### src/rtl/core/pidaw_pkg.sv
// Shared types and constants for the PID controller with integral clamp.
// No dependencies; read first by the interfaces and the controller.
package pidaw_pkg;

   localparam int ERR_W       = 16;  // error sample, signed Q8.8
   localparam int DT_W        = 16;  // time step, unsigned Q4.12
   localparam int GAIN_W      = 16;  // gains, unsigned Q8.8
   localparam int LIMIT_W     = 31;  // integral bound, Q16.16 magnitude
   localparam int INTEG_W     = 32;  // integral accumulator, signed Q16.16
   localparam int DRIVE_W     = 32;  // drive, signed Q16.16
   localparam int CSR_DATA_W  = 31;  // widest register

   localparam int MUL_A_W     = 33;
   localparam int MUL_B_W     = 17;
   localparam int PROD_W      = MUL_A_W + MUL_B_W;
   localparam int SUM_W       = 48;

   localparam int DIFF_W      = ERR_W + 1;
   localparam int DIV_FRAC    = 20;
   localparam int DIV_STEPS   = ERR_W + DIV_FRAC;
   localparam int COUNT_W     = $clog2(DIV_STEPS);
   localparam int DERIV_W     = DIV_STEPS + 1;
   localparam int DERIV_LO_W  = 16;

   typedef enum logic [1:0] {
      CSR_GAIN_P,
      CSR_GAIN_I,
      CSR_GAIN_D,
      CSR_INT_LIMIT
   } csr_index_type;

   typedef enum logic [3:0] {
      ST_IDLE,
      ST_MUL_P,
      ST_MUL_INC,
      ST_CLAMP,
      ST_MUL_I,
      ST_ADD_I,
      ST_DIV,
      ST_MUL_DH,
      ST_MUL_DL,
      ST_ADD_DL,
      ST_SAT
   } state_type;

endpackage

### src/rtl/core/pidaw_if.sv
// Valid/ready channel interfaces for the PID controller: request and response.
// Depends on pidaw_pkg for field widths.
interface pidaw_req_if;
   logic                                valid;
   logic                                ready;
   logic signed [pidaw_pkg::ERR_W-1:0]  error_sample;
   logic        [pidaw_pkg::DT_W-1:0]   time_step;

   modport source (output valid, error_sample, time_step, input ready);
   modport sink   (input valid, error_sample, time_step, output ready);
endinterface

interface pidaw_rsp_if;
   logic                                  valid;
   logic                                  ready;
   logic signed [pidaw_pkg::DRIVE_W-1:0]  drive_value;

   modport source (output valid, drive_value, input ready);
   modport sink   (input valid, drive_value, output ready);
endinterface

### src/rtl/core/pid_antiwindup_controller.sv
// PID controller with integral clamp: iterative datapath around one 33x17 multiplier
// and a radix-2 restoring divider. Depends on pidaw_pkg, pidaw_req_if and pidaw_rsp_if.
// Requests are taken only in the idle state: a new sample waits until the last one has
// passed the saturate step. Each sample runs the 36-step divider for the derivative
// plus five passes through the shared multiplier and the clamp and saturate steps.
// Reset (synchronous, active high) zeroes gains, limit, integral, last error and rsp.valid.
module pid_antiwindup_controller (
   input  logic                               clock,
   input  logic                               reset,
   pidaw_req_if.sink                          req,
   pidaw_rsp_if.source                        rsp,
   input  logic                               csr_write_enable,
   input  pidaw_pkg::csr_index_type           csr_index,
   input  logic [pidaw_pkg::CSR_DATA_W-1:0]   csr_write_data
);
   import pidaw_pkg::*;

   state_type                   state_ff, state_in;

   logic        [GAIN_W-1:0]    gain_p_ff, gain_i_ff, gain_d_ff;
   logic        [LIMIT_W-1:0]   limit_ff;
   logic signed [INTEG_W-1:0]   integral_ff, integral_in;
   logic signed [ERR_W-1:0]     last_error_ff;
   logic signed [ERR_W-1:0]     err_ff;
   logic        [DT_W-1:0]      dt_ff;

   logic signed [PROD_W-1:0]    prod_ff;
   logic signed [SUM_W-1:0]     sum_ff, sum_in;

   logic        [DT_W-1:0]      rem_ff, rem_in;
   logic        [DIV_STEPS-1:0] quot_ff, quot_in;
   logic        [DT_W-1:0]      divisor_ff, divisor_in;
   logic                        neg_ff, neg_in;
   logic        [COUNT_W-1:0]   count_ff, count_in;

   logic signed [DRIVE_W-1:0]   drive_ff;
   logic                        rsp_valid_ff, rsp_valid_in;

   logic                        accept;
   logic                        sat_fire;

   logic signed [MUL_A_W-1:0]   mul_a;
   logic signed [MUL_B_W-1:0]   mul_b;

   logic signed [MUL_A_W-1:0]   inc;
   logic signed [INTEG_W+1:0]   acc_sum;
   logic signed [INTEG_W+1:0]   lim_ext;
   logic signed [INTEG_W+1:0]   clamped;

   logic signed [DIFF_W-1:0]    diff;
   logic signed [DIFF_W-1:0]    diff_abs;
   logic signed [DERIV_W-1:0]   deriv;

   logic        [DT_W:0]        rem_sh;
   logic        [DT_W:0]        rem_sub;
   logic                        quot_bit;

   logic signed [DRIVE_W-1:0]   drive_sat;

   // next state
   always_comb begin
      state_in = state_ff;
      unique case (state_ff)
         ST_IDLE:    if (req.valid) state_in = ST_MUL_P;
         ST_MUL_P:   state_in = ST_MUL_INC;
         ST_MUL_INC: state_in = ST_CLAMP;
         ST_CLAMP:   state_in = ST_MUL_I;
         ST_MUL_I:   state_in = ST_ADD_I;
         ST_ADD_I:   state_in = ST_DIV;
         ST_DIV:     if (count_ff == '0) state_in = ST_MUL_DH;
         ST_MUL_DH:  state_in = ST_MUL_DL;
         ST_MUL_DL:  state_in = ST_ADD_DL;
         ST_ADD_DL:  state_in = ST_SAT;
         ST_SAT:     if (!(rsp_valid_ff && !rsp.ready)) state_in = ST_IDLE;
         default:    state_in = ST_IDLE;
      endcase
   end

   // sequencer outputs
   always_comb begin
      req.ready = 1'b0;
      sat_fire  = 1'b0;
      unique case (state_ff)
         ST_IDLE: req.ready = 1'b1;
         ST_SAT:  sat_fire  = !(rsp_valid_ff && !rsp.ready);
         default: ;
      endcase
   end

   assign accept = req.valid && req.ready;

   // shared multiplier operands
   always_comb begin
      mul_a = '0;
      mul_b = '0;
      case (state_ff)
         ST_MUL_P: begin
            mul_a = MUL_A_W'(err_ff);
            mul_b = signed'({1'b0, gain_p_ff});
         end
         ST_MUL_INC: begin
            mul_a = MUL_A_W'(err_ff);
            mul_b = signed'({1'b0, dt_ff});
         end
         ST_MUL_I: begin
            mul_a = MUL_A_W'(integral_ff);
            mul_b = signed'({1'b0, gain_i_ff});
         end
         ST_MUL_DH: begin
            mul_a = MUL_A_W'(signed'(deriv[DERIV_W-1:DERIV_LO_W]));
            mul_b = signed'({1'b0, gain_d_ff});
         end
         ST_MUL_DL: begin
            mul_a = signed'({{(MUL_A_W-DERIV_LO_W){1'b0}}, deriv[DERIV_LO_W-1:0]});
            mul_b = signed'({1'b0, gain_d_ff});
         end
         default: ;
      endcase
   end

   // integral update with clamp; cleared on zero error
   always_comb begin
      inc     = signed'(prod_ff[MUL_A_W+3:4]);
      acc_sum = (INTEG_W+2)'(integral_ff) + (INTEG_W+2)'(inc);
      lim_ext = signed'({3'b000, limit_ff});
      if (err_ff == '0)
         clamped = '0;
      else if (acc_sum > lim_ext)
         clamped = lim_ext;
      else if (acc_sum < -lim_ext)
         clamped = -lim_ext;
      else
         clamped = acc_sum;
      integral_in = (state_ff == ST_CLAMP) ? clamped[INTEG_W-1:0] : integral_ff;
   end

   // derivative operands and divider step
   always_comb begin
      diff     = DIFF_W'(err_ff) - DIFF_W'(last_error_ff);
      diff_abs = diff[DIFF_W-1] ? -diff : diff;
      deriv    = neg_ff ? -signed'({1'b0, quot_ff}) : signed'({1'b0, quot_ff});
      rem_sh   = {rem_ff, quot_ff[DIV_STEPS-1]};
      rem_sub  = rem_sh - {1'b0, divisor_ff};
      quot_bit = rem_sh >= {1'b0, divisor_ff};
   end

   always_comb begin
      rem_in     = rem_ff;
      quot_in    = quot_ff;
      divisor_in = divisor_ff;
      neg_in     = neg_ff;
      count_in   = count_ff;
      sum_in     = sum_ff;
      case (state_ff)
         ST_MUL_INC: sum_in = signed'(prod_ff[SUM_W-1:0]);
         ST_ADD_I: begin
            sum_in     = sum_ff + SUM_W'(prod_ff >>> 8);
            rem_in     = '0;
            quot_in    = {diff_abs[ERR_W-1:0], {DIV_FRAC{1'b0}}};
            neg_in     = diff[DIFF_W-1];
            divisor_in = (dt_ff == '0) ? DT_W'(1) : dt_ff;
            count_in   = COUNT_W'(DIV_STEPS - 1);
         end
         ST_DIV: begin
            rem_in   = quot_bit ? rem_sub[DT_W-1:0] : rem_sh[DT_W-1:0];
            quot_in  = {quot_ff[DIV_STEPS-2:0], quot_bit};
            count_in = count_ff - COUNT_W'(1);
         end
         ST_MUL_DL: sum_in = sum_ff + SUM_W'(prod_ff <<< 8);
         ST_ADD_DL: sum_in = sum_ff + SUM_W'(prod_ff >>> 8);
         default: ;
      endcase
   end

   // saturate to signed 32 bits
   always_comb begin
      if (!sum_ff[SUM_W-1] && (sum_ff[SUM_W-2:DRIVE_W-1] != '0))
         drive_sat = {1'b0, {(DRIVE_W-1){1'b1}}};
      else if (sum_ff[SUM_W-1] && (sum_ff[SUM_W-2:DRIVE_W-1] != '1))
         drive_sat = {1'b1, {(DRIVE_W-1){1'b0}}};
      else
         drive_sat = sum_ff[DRIVE_W-1:0];
   end

   assign rsp_valid_in    = (rsp_valid_ff && !rsp.ready) || sat_fire;
   assign rsp.valid       = rsp_valid_ff;
   assign rsp.drive_value = drive_ff;

   // control state and stored controller state
   always_ff @(posedge clock) begin
      if (reset) begin
         state_ff      <= ST_IDLE;
         rsp_valid_ff  <= 1'b0;
         gain_p_ff     <= '0;
         gain_i_ff     <= '0;
         gain_d_ff     <= '0;
         limit_ff      <= '0;
         integral_ff   <= '0;
         last_error_ff <= '0;
      end else begin
         state_ff     <= state_in;
         rsp_valid_ff <= rsp_valid_in;
         integral_ff  <= integral_in;
         if (sat_fire) last_error_ff <= err_ff;
         if (csr_write_enable) begin
            unique case (csr_index)
               CSR_GAIN_P:    gain_p_ff <= csr_write_data[GAIN_W-1:0];
               CSR_GAIN_I:    gain_i_ff <= csr_write_data[GAIN_W-1:0];
               CSR_GAIN_D:    gain_d_ff <= csr_write_data[GAIN_W-1:0];
               CSR_INT_LIMIT: limit_ff  <= csr_write_data[LIMIT_W-1:0];
               default: ;
            endcase
         end
      end
   end

   // datapath
   always_ff @(posedge clock) begin
      prod_ff    <= mul_a * mul_b;
      sum_ff     <= sum_in;
      rem_ff     <= rem_in;
      quot_ff    <= quot_in;
      divisor_ff <= divisor_in;
      neg_ff     <= neg_in;
      count_ff   <= count_in;
      if (accept) begin
         err_ff <= req.error_sample;
         dt_ff  <= req.time_step;
      end
      if (sat_fire) drive_ff <= drive_sat;
   end

`ifndef SYNTHESIS
   a_accept_starts: assert property (@(posedge clock) disable iff (reset)
      accept |=> state_ff == ST_MUL_P)
      else $error("sequencer did not start after request transfer");

   a_rem_below_divisor: assert property (@(posedge clock) disable iff (reset)
      state_ff == ST_DIV |-> rem_ff < divisor_ff)
      else $error("divider remainder not below divisor");

   a_integral_clamped: assert property (@(posedge clock) disable iff (reset)
      state_ff == ST_CLAMP |=>
         (33'(integral_ff) <= signed'({2'b00, limit_ff})) &&
         (33'(integral_ff) >= -signed'({2'b00, limit_ff})))
      else $error("integral outside limit after clamp");

   a_result_issued: assert property (@(posedge clock) disable iff (reset)
      sat_fire |=> rsp_valid_ff && state_ff == ST_IDLE)
      else $error("result not presented after saturation step");
`endif

endmodule

### src/flat_wrapper.sv
// flat-port wrapper written by rule: the top's interface ports become plain ports
module pid_antiwindup_controller_flat import pidaw_pkg::*;
  (clock, reset, csr_write_enable, csr_index, csr_write_data, req_valid, req_error_sample, req_time_step, req_ready, rsp_valid, rsp_drive_value, rsp_ready);
  pidaw_req_if req_i ();
  pidaw_rsp_if rsp_i ();
  input  logic clock;
  input  logic reset;
  input  logic csr_write_enable;
  input  pidaw_pkg::csr_index_type csr_index;
  input  logic [pidaw_pkg::CSR_DATA_W-1:0] csr_write_data;
  input wire logic [$bits(req_i.valid)-1:0] req_valid;
  input wire logic [$bits(req_i.error_sample)-1:0] req_error_sample;
  input wire logic [$bits(req_i.time_step)-1:0] req_time_step;
  output wire logic [$bits(req_i.ready)-1:0] req_ready;
  output wire logic [$bits(rsp_i.valid)-1:0] rsp_valid;
  output wire logic [$bits(rsp_i.drive_value)-1:0] rsp_drive_value;
  input wire logic [$bits(rsp_i.ready)-1:0] rsp_ready;
  assign req_i.valid = req_valid;
  assign req_i.error_sample = req_error_sample;
  assign req_i.time_step = req_time_step;
  assign req_ready = req_i.ready;
  assign rsp_valid = rsp_i.valid;
  assign rsp_drive_value = rsp_i.drive_value;
  assign rsp_i.ready = rsp_ready;
  pid_antiwindup_controller u_core (.clock(clock), .reset(reset), .req(req_i), .rsp(rsp_i), .csr_write_enable(csr_write_enable), .csr_index(csr_index), .csr_write_data(csr_write_data));
endmodule
### config.mk
export PLATFORM = sky130hd
export DESIGN_NAME = pid_antiwindup_controller_flat
export DESIGN_NICKNAME = d
export VERILOG_FILES = /design/src/rtl/core/pidaw_pkg.sv /design/src/rtl/core/pidaw_if.sv /design/src/rtl/core/pid_antiwindup_controller.sv /design/src/flat_wrapper.sv
export SDC_FILE = /design/constraint.sdc
export NUM_CORES = 2
export LEC_CHECK = 0
export BUFFER_PORTS_ARGS = -buffer_cell sky130_fd_sc_hd__buf_2
export CAP_MARGIN = 20
export CORE_ASPECT_RATIO = 1.5
export CORE_MARGIN = 5
export CORE_UTILIZATION = 49
export CTS_CLUSTER_DIAMETER = 150
export DETAILED_ROUTE_END_ITERATION = 8
export GPL_TIMING_DRIVEN = 0
export PLACE_DENSITY = 0.67
export SLEW_MARGIN = 20
export SYNTH_ARGS = -nofsm -noshare
export SYNTH_HDL_FRONTEND = slang
export SYNTH_SLANG_ARGS = --single-unit
export TNS_END_PERCENT = 30
### constraint.sdc
create_clock -name clock -period 9.3 [get_ports clock]
set_input_delay 0 -clock clock [delete_from_list [all_inputs] [get_ports clock]]
set_output_delay 0 -clock clock [all_outputs]
set_load 0.02 [all_outputs]
==> Word-level counts from Yosys, hierarchy flattened <==
Cells that the tools add are included.
Widths: inputs -> output; s select.
{ "word_totals": {"out_inout_bits": 34, "in_bits": 70, "reg_bits": 369, "word_cells": 91} }
{ "op_classes": {"mux": 19, "n_eq_ne": 17, "multipliers": 1, "order_cmp": 3, "n_addsub": 9, "reduce_logical": 24} }
{ "ops": {"columns": ["cell", "n"], "rows": [
  ["$pmux 48 s3", 1],
  ["$pmux 33 s4", 1],
  ["$mux 32", 4],
  ["$pmux 36 s2", 1],
  ["$pmux 16 s4", 1],
  ["$mul 33x17->50", 1],
  ["$add 48x42->48", 1],
  ["$add 48x48->48", 1],
  ["$pmux 4 s11", 1],
  ["$mux 37", 1],
  ["$neg 36->37", 1],
  ["$add 32x33->34", 1],
  ["$gt 34x32->1", 1],
  ["$lt 34x34->1", 1],
  ["$neg 31->34", 1],
  ["$logic_not 16->1", 2],
  ["$mux 16", 2],
  ["$pmux 16 s2", 1],
  ["$ge 17x16->1", 1],
  ["$sub 16x16->17", 1],
  ["$eq 4x3->1 const B", 4],
  ["$ne 16x16->1 const B", 1],
  ["$neg 16->16", 1],
  ["$reduce_bool 16->1", 1],
  ["other kinds (23)", 41]
]} }

==> Longest topological paths before layout <==
{ "depth": {"word_depth": 5, "depth_mapped": 37, "depth_no_buf": 35} }

==> Least setup slack after synthesis <==
Ideal clock, no wire load.
{ "synth_path": {"kind": "flip-flop to flip-flop", "startpoint": "reg u_core.quot_ff[2]", "endpoint": "reg u_core.prod_ff[49]", "t_arrival_ns": 9.077, "path_buffers": 1, "path_slack_ns": 0.151, "path_stages_with_launch": 33, "setup_time_ns": 0.072, "path_cell_list": "edfxtp_1 > or4_4 > nor4_4 > or3b_1 > or4b_1 > or3_4 > o21ai_0 > xor2_1 > o21ai_0 > clkbuf_1 > nand2_1 > fa_1 > fa_1 > fa_1 > inv_1 > fa_1 > fa_1 > inv_1 > fa_1 > inv_1 > ha_1 > inv_1 > o21bai_1 > a2111oi_0 > nor3_1 > o31a_1 > o311a_1 > o21ai_0 > a31oi_1 > nand3_1 > nand4_1 > a31oi_1 > xnor2_1"} }
{ "synth_between": {"elab_chain_cells": 4} }
{ "synth_lines": {"columns": ["element", "line_no", "source"], "rows": [
  ["start, declared", "pid_antiwindup_controller.sv:31", "logic [DIV_STEPS-1:0] quot_ff, quot_in;"],
  ["start signal, assigned", "pid_antiwindup_controller.sv:222", "quot_ff <= quot_in;"],
  ["$neg 36->37", "pid_antiwindup_controller.sv:141", "deriv = neg_ff ? -signed'({1'b0, quot_ff}) : signed'({1'b0, quot_ff});"],
  ["$mux 37 *", "pid_antiwindup_controller.sv:141", null],
  ["$pmux 33 s4 *", "pid_antiwindup_controller.sv:96", "case (state_ff)"],
  ["$mul 33x17->50 *", "pid_antiwindup_controller.sv:219", "prod_ff <= mul_a * mul_b;"],
  ["end signal, assigned", "pid_antiwindup_controller.sv:219", null],
  ["end, declared", "pid_antiwindup_controller.sv:27", "logic signed [PROD_W-1:0] prod_ff;"]
]} }
Mark *: on every way between the ends. The rest lies on a longest branch, timed or not.
A chain may end at the register's enable or synchronous reset.

==> Final worst setup path <==
{ "layout_path": {"startpoint": "reg u_core.quot_ff[3]", "endpoint": "reg u_core.prod_ff[48]"} }
Same word-level chain as after synthesis.

==> metrics.md <==
| Metric | Value |
|---|---|
| Post-synthesis sequential area ratio | 0.216 |
| Required arrival time at the worst endpoint | 9.77 ns |
| Worst rel slew slack | 0.237 |
| Slew Limit Fails | 0 |
| Fin area | 0.0487 mm2 |
| Largest net degree at the start of global routing | 42 |
| WL final | around 150000 um |
| Fmax | between 100 and 150 MHz |
| Share of post-route cells with drive strength above 1 | 0.0936 |
| Critical path startpoint category | flop |
| CP max FO | 6 |
| Hpwl dp | approximately 120000 um |
| Post-synth EDFFs | around 190 |
| Cells after Synth | ~5.0k |
| Synth Area per Inst | between 8 and 9 um2 |
| Initial drt markers | 3028 |
| Final Hold Vio Count | 0 |
| Period minus WS final | ~9.6 ns |
| Post-DRT Antenna Nets | 0 |
| # port buffers | 102 |
| Fin nets | 6178 |
| Row cnt | between 100 and 150 |
| Most frequent CP cell | fa_1 |
| Cell family with most CP delay | adder cells |
| Final Setup Violations | 5 |
| Crit path capture type | flop |
| Final WS setup | -0.260 ns |
| Yosys reg bits | 369 |
| Placed Instance Area | around 0.045 mm2 |
| Synth Net Count | just under 6k |
| Worst Tran Pin Value | 1.13 ns |
| Die X | about 250 um |
| Vias in the first global route | ~38k |
| Max stage delay cell, worst path | fa_1 |
| Num CTS Buffers | 37 |
| Core Area | roughly 0.087 mm2 |
| First-pass DRT Iterations | 8 |
| Starting Density | 0.491 |
| Leading cell types in the layout, fill and taps excluded | nand2_1 (769), inv_1 (712), fa_1 (485), ha_1 (317), a21oi_1 (304) |
| Commonest non-fill, non-tap cell in the layout | nand2_1 |
| Synthesized cell area | about 0.043 mm2 |
| Grt ovf | 0 |
| Crit path arrival time | 10.03 ns |
| # IOs | between 100 and 150 |
| Pwr Total | 7.06 mW |
| Vias | roughly 38k |
| Yosys warnings | 0 |
| Leakage | 22.1 nW |
| Fraction of registers with async set or reset after synthesis | 0 |
| Clock Tree Buf Depth | 3 |
| Maximum VDD drop | 0.000174 V |
| # clock sinks | between 300 and 400 |
| Failing checks | setup timing |
| Number of fill cells in the layout | between 7k and 8k |
| Root buf cell | clkbuf_16 |
| Layout area overhead | 13.6% |
| Vias/cell | slightly below 6 |
| First-pass GRT wire length | approximately 220000 um |
| Die ar. | ~0.094 mm2 |
| Residual DRC | 0 |
| Status | complete, but fails checks |
| Synth cell types | 81 |
| CTS tree | yes |
| Period utilization | 1.03 |
| Worst-Skew Late Latency | a little under 0.6 ns |
| Die Span Y | 372 um |
| Slowest Stage Delay on Critical Path | ~0.63 ns |
| Final GP Congestion | about 1.0 |
| WL per Instance | 23.0 um |
| # diodes | 0 |
| Main synth FF type | edfxtp_1 |
| GRT Util Overall | 0.308 |
| Setup total negative slack | -0.509 ns |
| CTS H-tree lvls | 2 |
| Clock-pin slew on the worst setup and hold paths | 0.07 ns |
| Crit path kind | flop to flop |
| Initial antenna violation count | 2 |
| Clk_skew | 0.0414 ns |
| Total of max-cap violations | 0 |
| Worst path buffer plus inverter count | 5 |
| RSZ-0062 raised after global routing | yes |
| Cell Pwr Density | roughly 140 mW/mm2 |
| Worst Hold Class | primary input to flop |
[report_power, final]
| group | switching (mW) | internal [mW] | total (mW) |
|---|---|---|---|
| clock network | 0.713 | 0.842 | 1.56 |
| logic | 2.13 | 1.29 | 3.42 |
| registers | 0.237 | 1.85 | 2.08 |
| total | 3.08 | 3.98 | 7.06 |
[cell families after synthesis]
| group | Yosys count | synth area share |
|---|---|---|
| adder cells (fa/ha/maj) | 836 | 0.331 |
| flip-flops | 369 | 0.216 |
| multiplexers | 22 | 0.00519 |
| AND/OR/NAND/NOR | 1498 | 0.156 |
| AO/OA/AOI/OAI | 1040 | 0.158 |
| buffers and inverters | 953 | 0.0851 |
| XOR/XNOR | 243 | 0.0496 |
[tightest hold or removal path, cell delays in order]
cell and delay, ns:
buf_2 0.12, nor3_1 0.16, a31oi_1 0.06, o21ai_0 0.17
nor4b_1 0.05
[cell usage after synthesis (20+ instances only)]
cell type,instances,area share
a22oi_1,27,0.0047
dfxtp_1,182,0.085
and3_1,41,0.0060
a21o_1,141,0.025
and2_1,60,0.0088
clkbuf_1,200,0.018
fa_1,498,0.23
o31ai_1,36,0.0063
ha_1,338,0.099
a211oi_1,21,0.0037
nand4_1,52,0.0076
nand2_1,777,0.068
edfxtp_1,187,0.13
or3_1,20,0.0029
nor3_1,39,0.0046
a31oi_1,20,0.0029
nand3_1,57,0.0067
nor2b_1,49,0.0071
xnor2_1,141,0.029
o21a_1,54,0.0095
nor4_1,23,0.0034
nand2b_1,35,0.0051
nor2_1,293,0.026
o211ai_1,22,0.0039
a21oi_1,313,0.037
inv_1,731,0.064
xor2_1,102,0.021
o21ai_0,202,0.024
mux2i_1,20,0.0047
[state kept, by name, summed over array words and instances (netlist names)]
signal / flops
u_core.gain_d_ff: 16
u_core.gain_i_ff: 16
u_core.count_ff: 6
u_core.limit_ff: 31
u_core.rsp.valid: 1
u_core.rem_ff: 16
u_core.sum_ff: 48
u_core.neg_ff: 1
u_core.integral_ff: 32
u_core.gain_p_ff: 16
u_core.quot_ff: 36
u_core.rsp.drive_value: 32
u_core.prod_ff: 50
u_core.dt_ff: 16
u_core.last_error_ff: 16
u_core.divisor_ff: 16
u_core.state_ff: 4
u_core.err_ff: 16
[area by class of cell]
type / instances / area (um2) / area share
Tap cell: 1147 / 1440 / 0.0295
Sequential cell: 369 / 9260 / 0.190
Timing Repair Buffer: 273 / 2130 / 0.0437
Clock buffer: 45 / 1050 / 0.0216
Buffer: 220 / 1070 / 0.0220
Multi-Input combinational cell: 3639 / 30900 / 0.634
Clock inverter: 22 / 161 / 0.00331
Inverter: 732 / 2750 / 0.0564
[worst paths after layout]
kind                       start             endpoint  slack [ns]  cells after the start
min reg2reg  u_core.gain_p_ff[8]  u_core.gain_p_ff[8]        0.46                      2
max reg2reg    u_core.quot_ff[3]   u_core.prod_ff[48]       -0.26                     35
max            u_core.quot_ff[3]   u_core.prod_ff[48]       -0.26                     35
min                    req_valid   u_core.state_ff[0]        0.04                      5
[per-layer routing]
metal	GRT usage	part of all wire	routed length [um]	vias to the layer above
li1	-	-	-	17103
met2	0.541	0.49	72900	1545
met3	0.0453	0.066	9800	506
met5	0	0.00017	25	-
met1	0.351	0.36	53500	18554
met4	0.194	0.079	11700	4
[per-stage QoR]
step | utilization | hold slack, ns | setup slack, ns | std cells
floorplan | - | 0.0989 | 0.151 | 4961
global placement | 0.513 | 0.177 | -2.24 | 6210
detailed placement | 0.516 | 0.178 | -1.90 | 6230
CTS | 0.555 | 0.0115 | -0.272 | 6434
global route | 0.558 | 0.121 | -0.546 | 6447
finish | 0.558 | 0.0448 | -0.260 | 6447
[what timing repair did]
action,in CTS,in global routing
hold buffers,71,0
gates resized for setup,217,43
setup buffers,66,13
pin swaps,130,44
cloned,1,0
endpoints found under the hold margin,114,0
setup endpoints to repair,32,18
No activity file was read; power rests on OpenSTA's default activity.
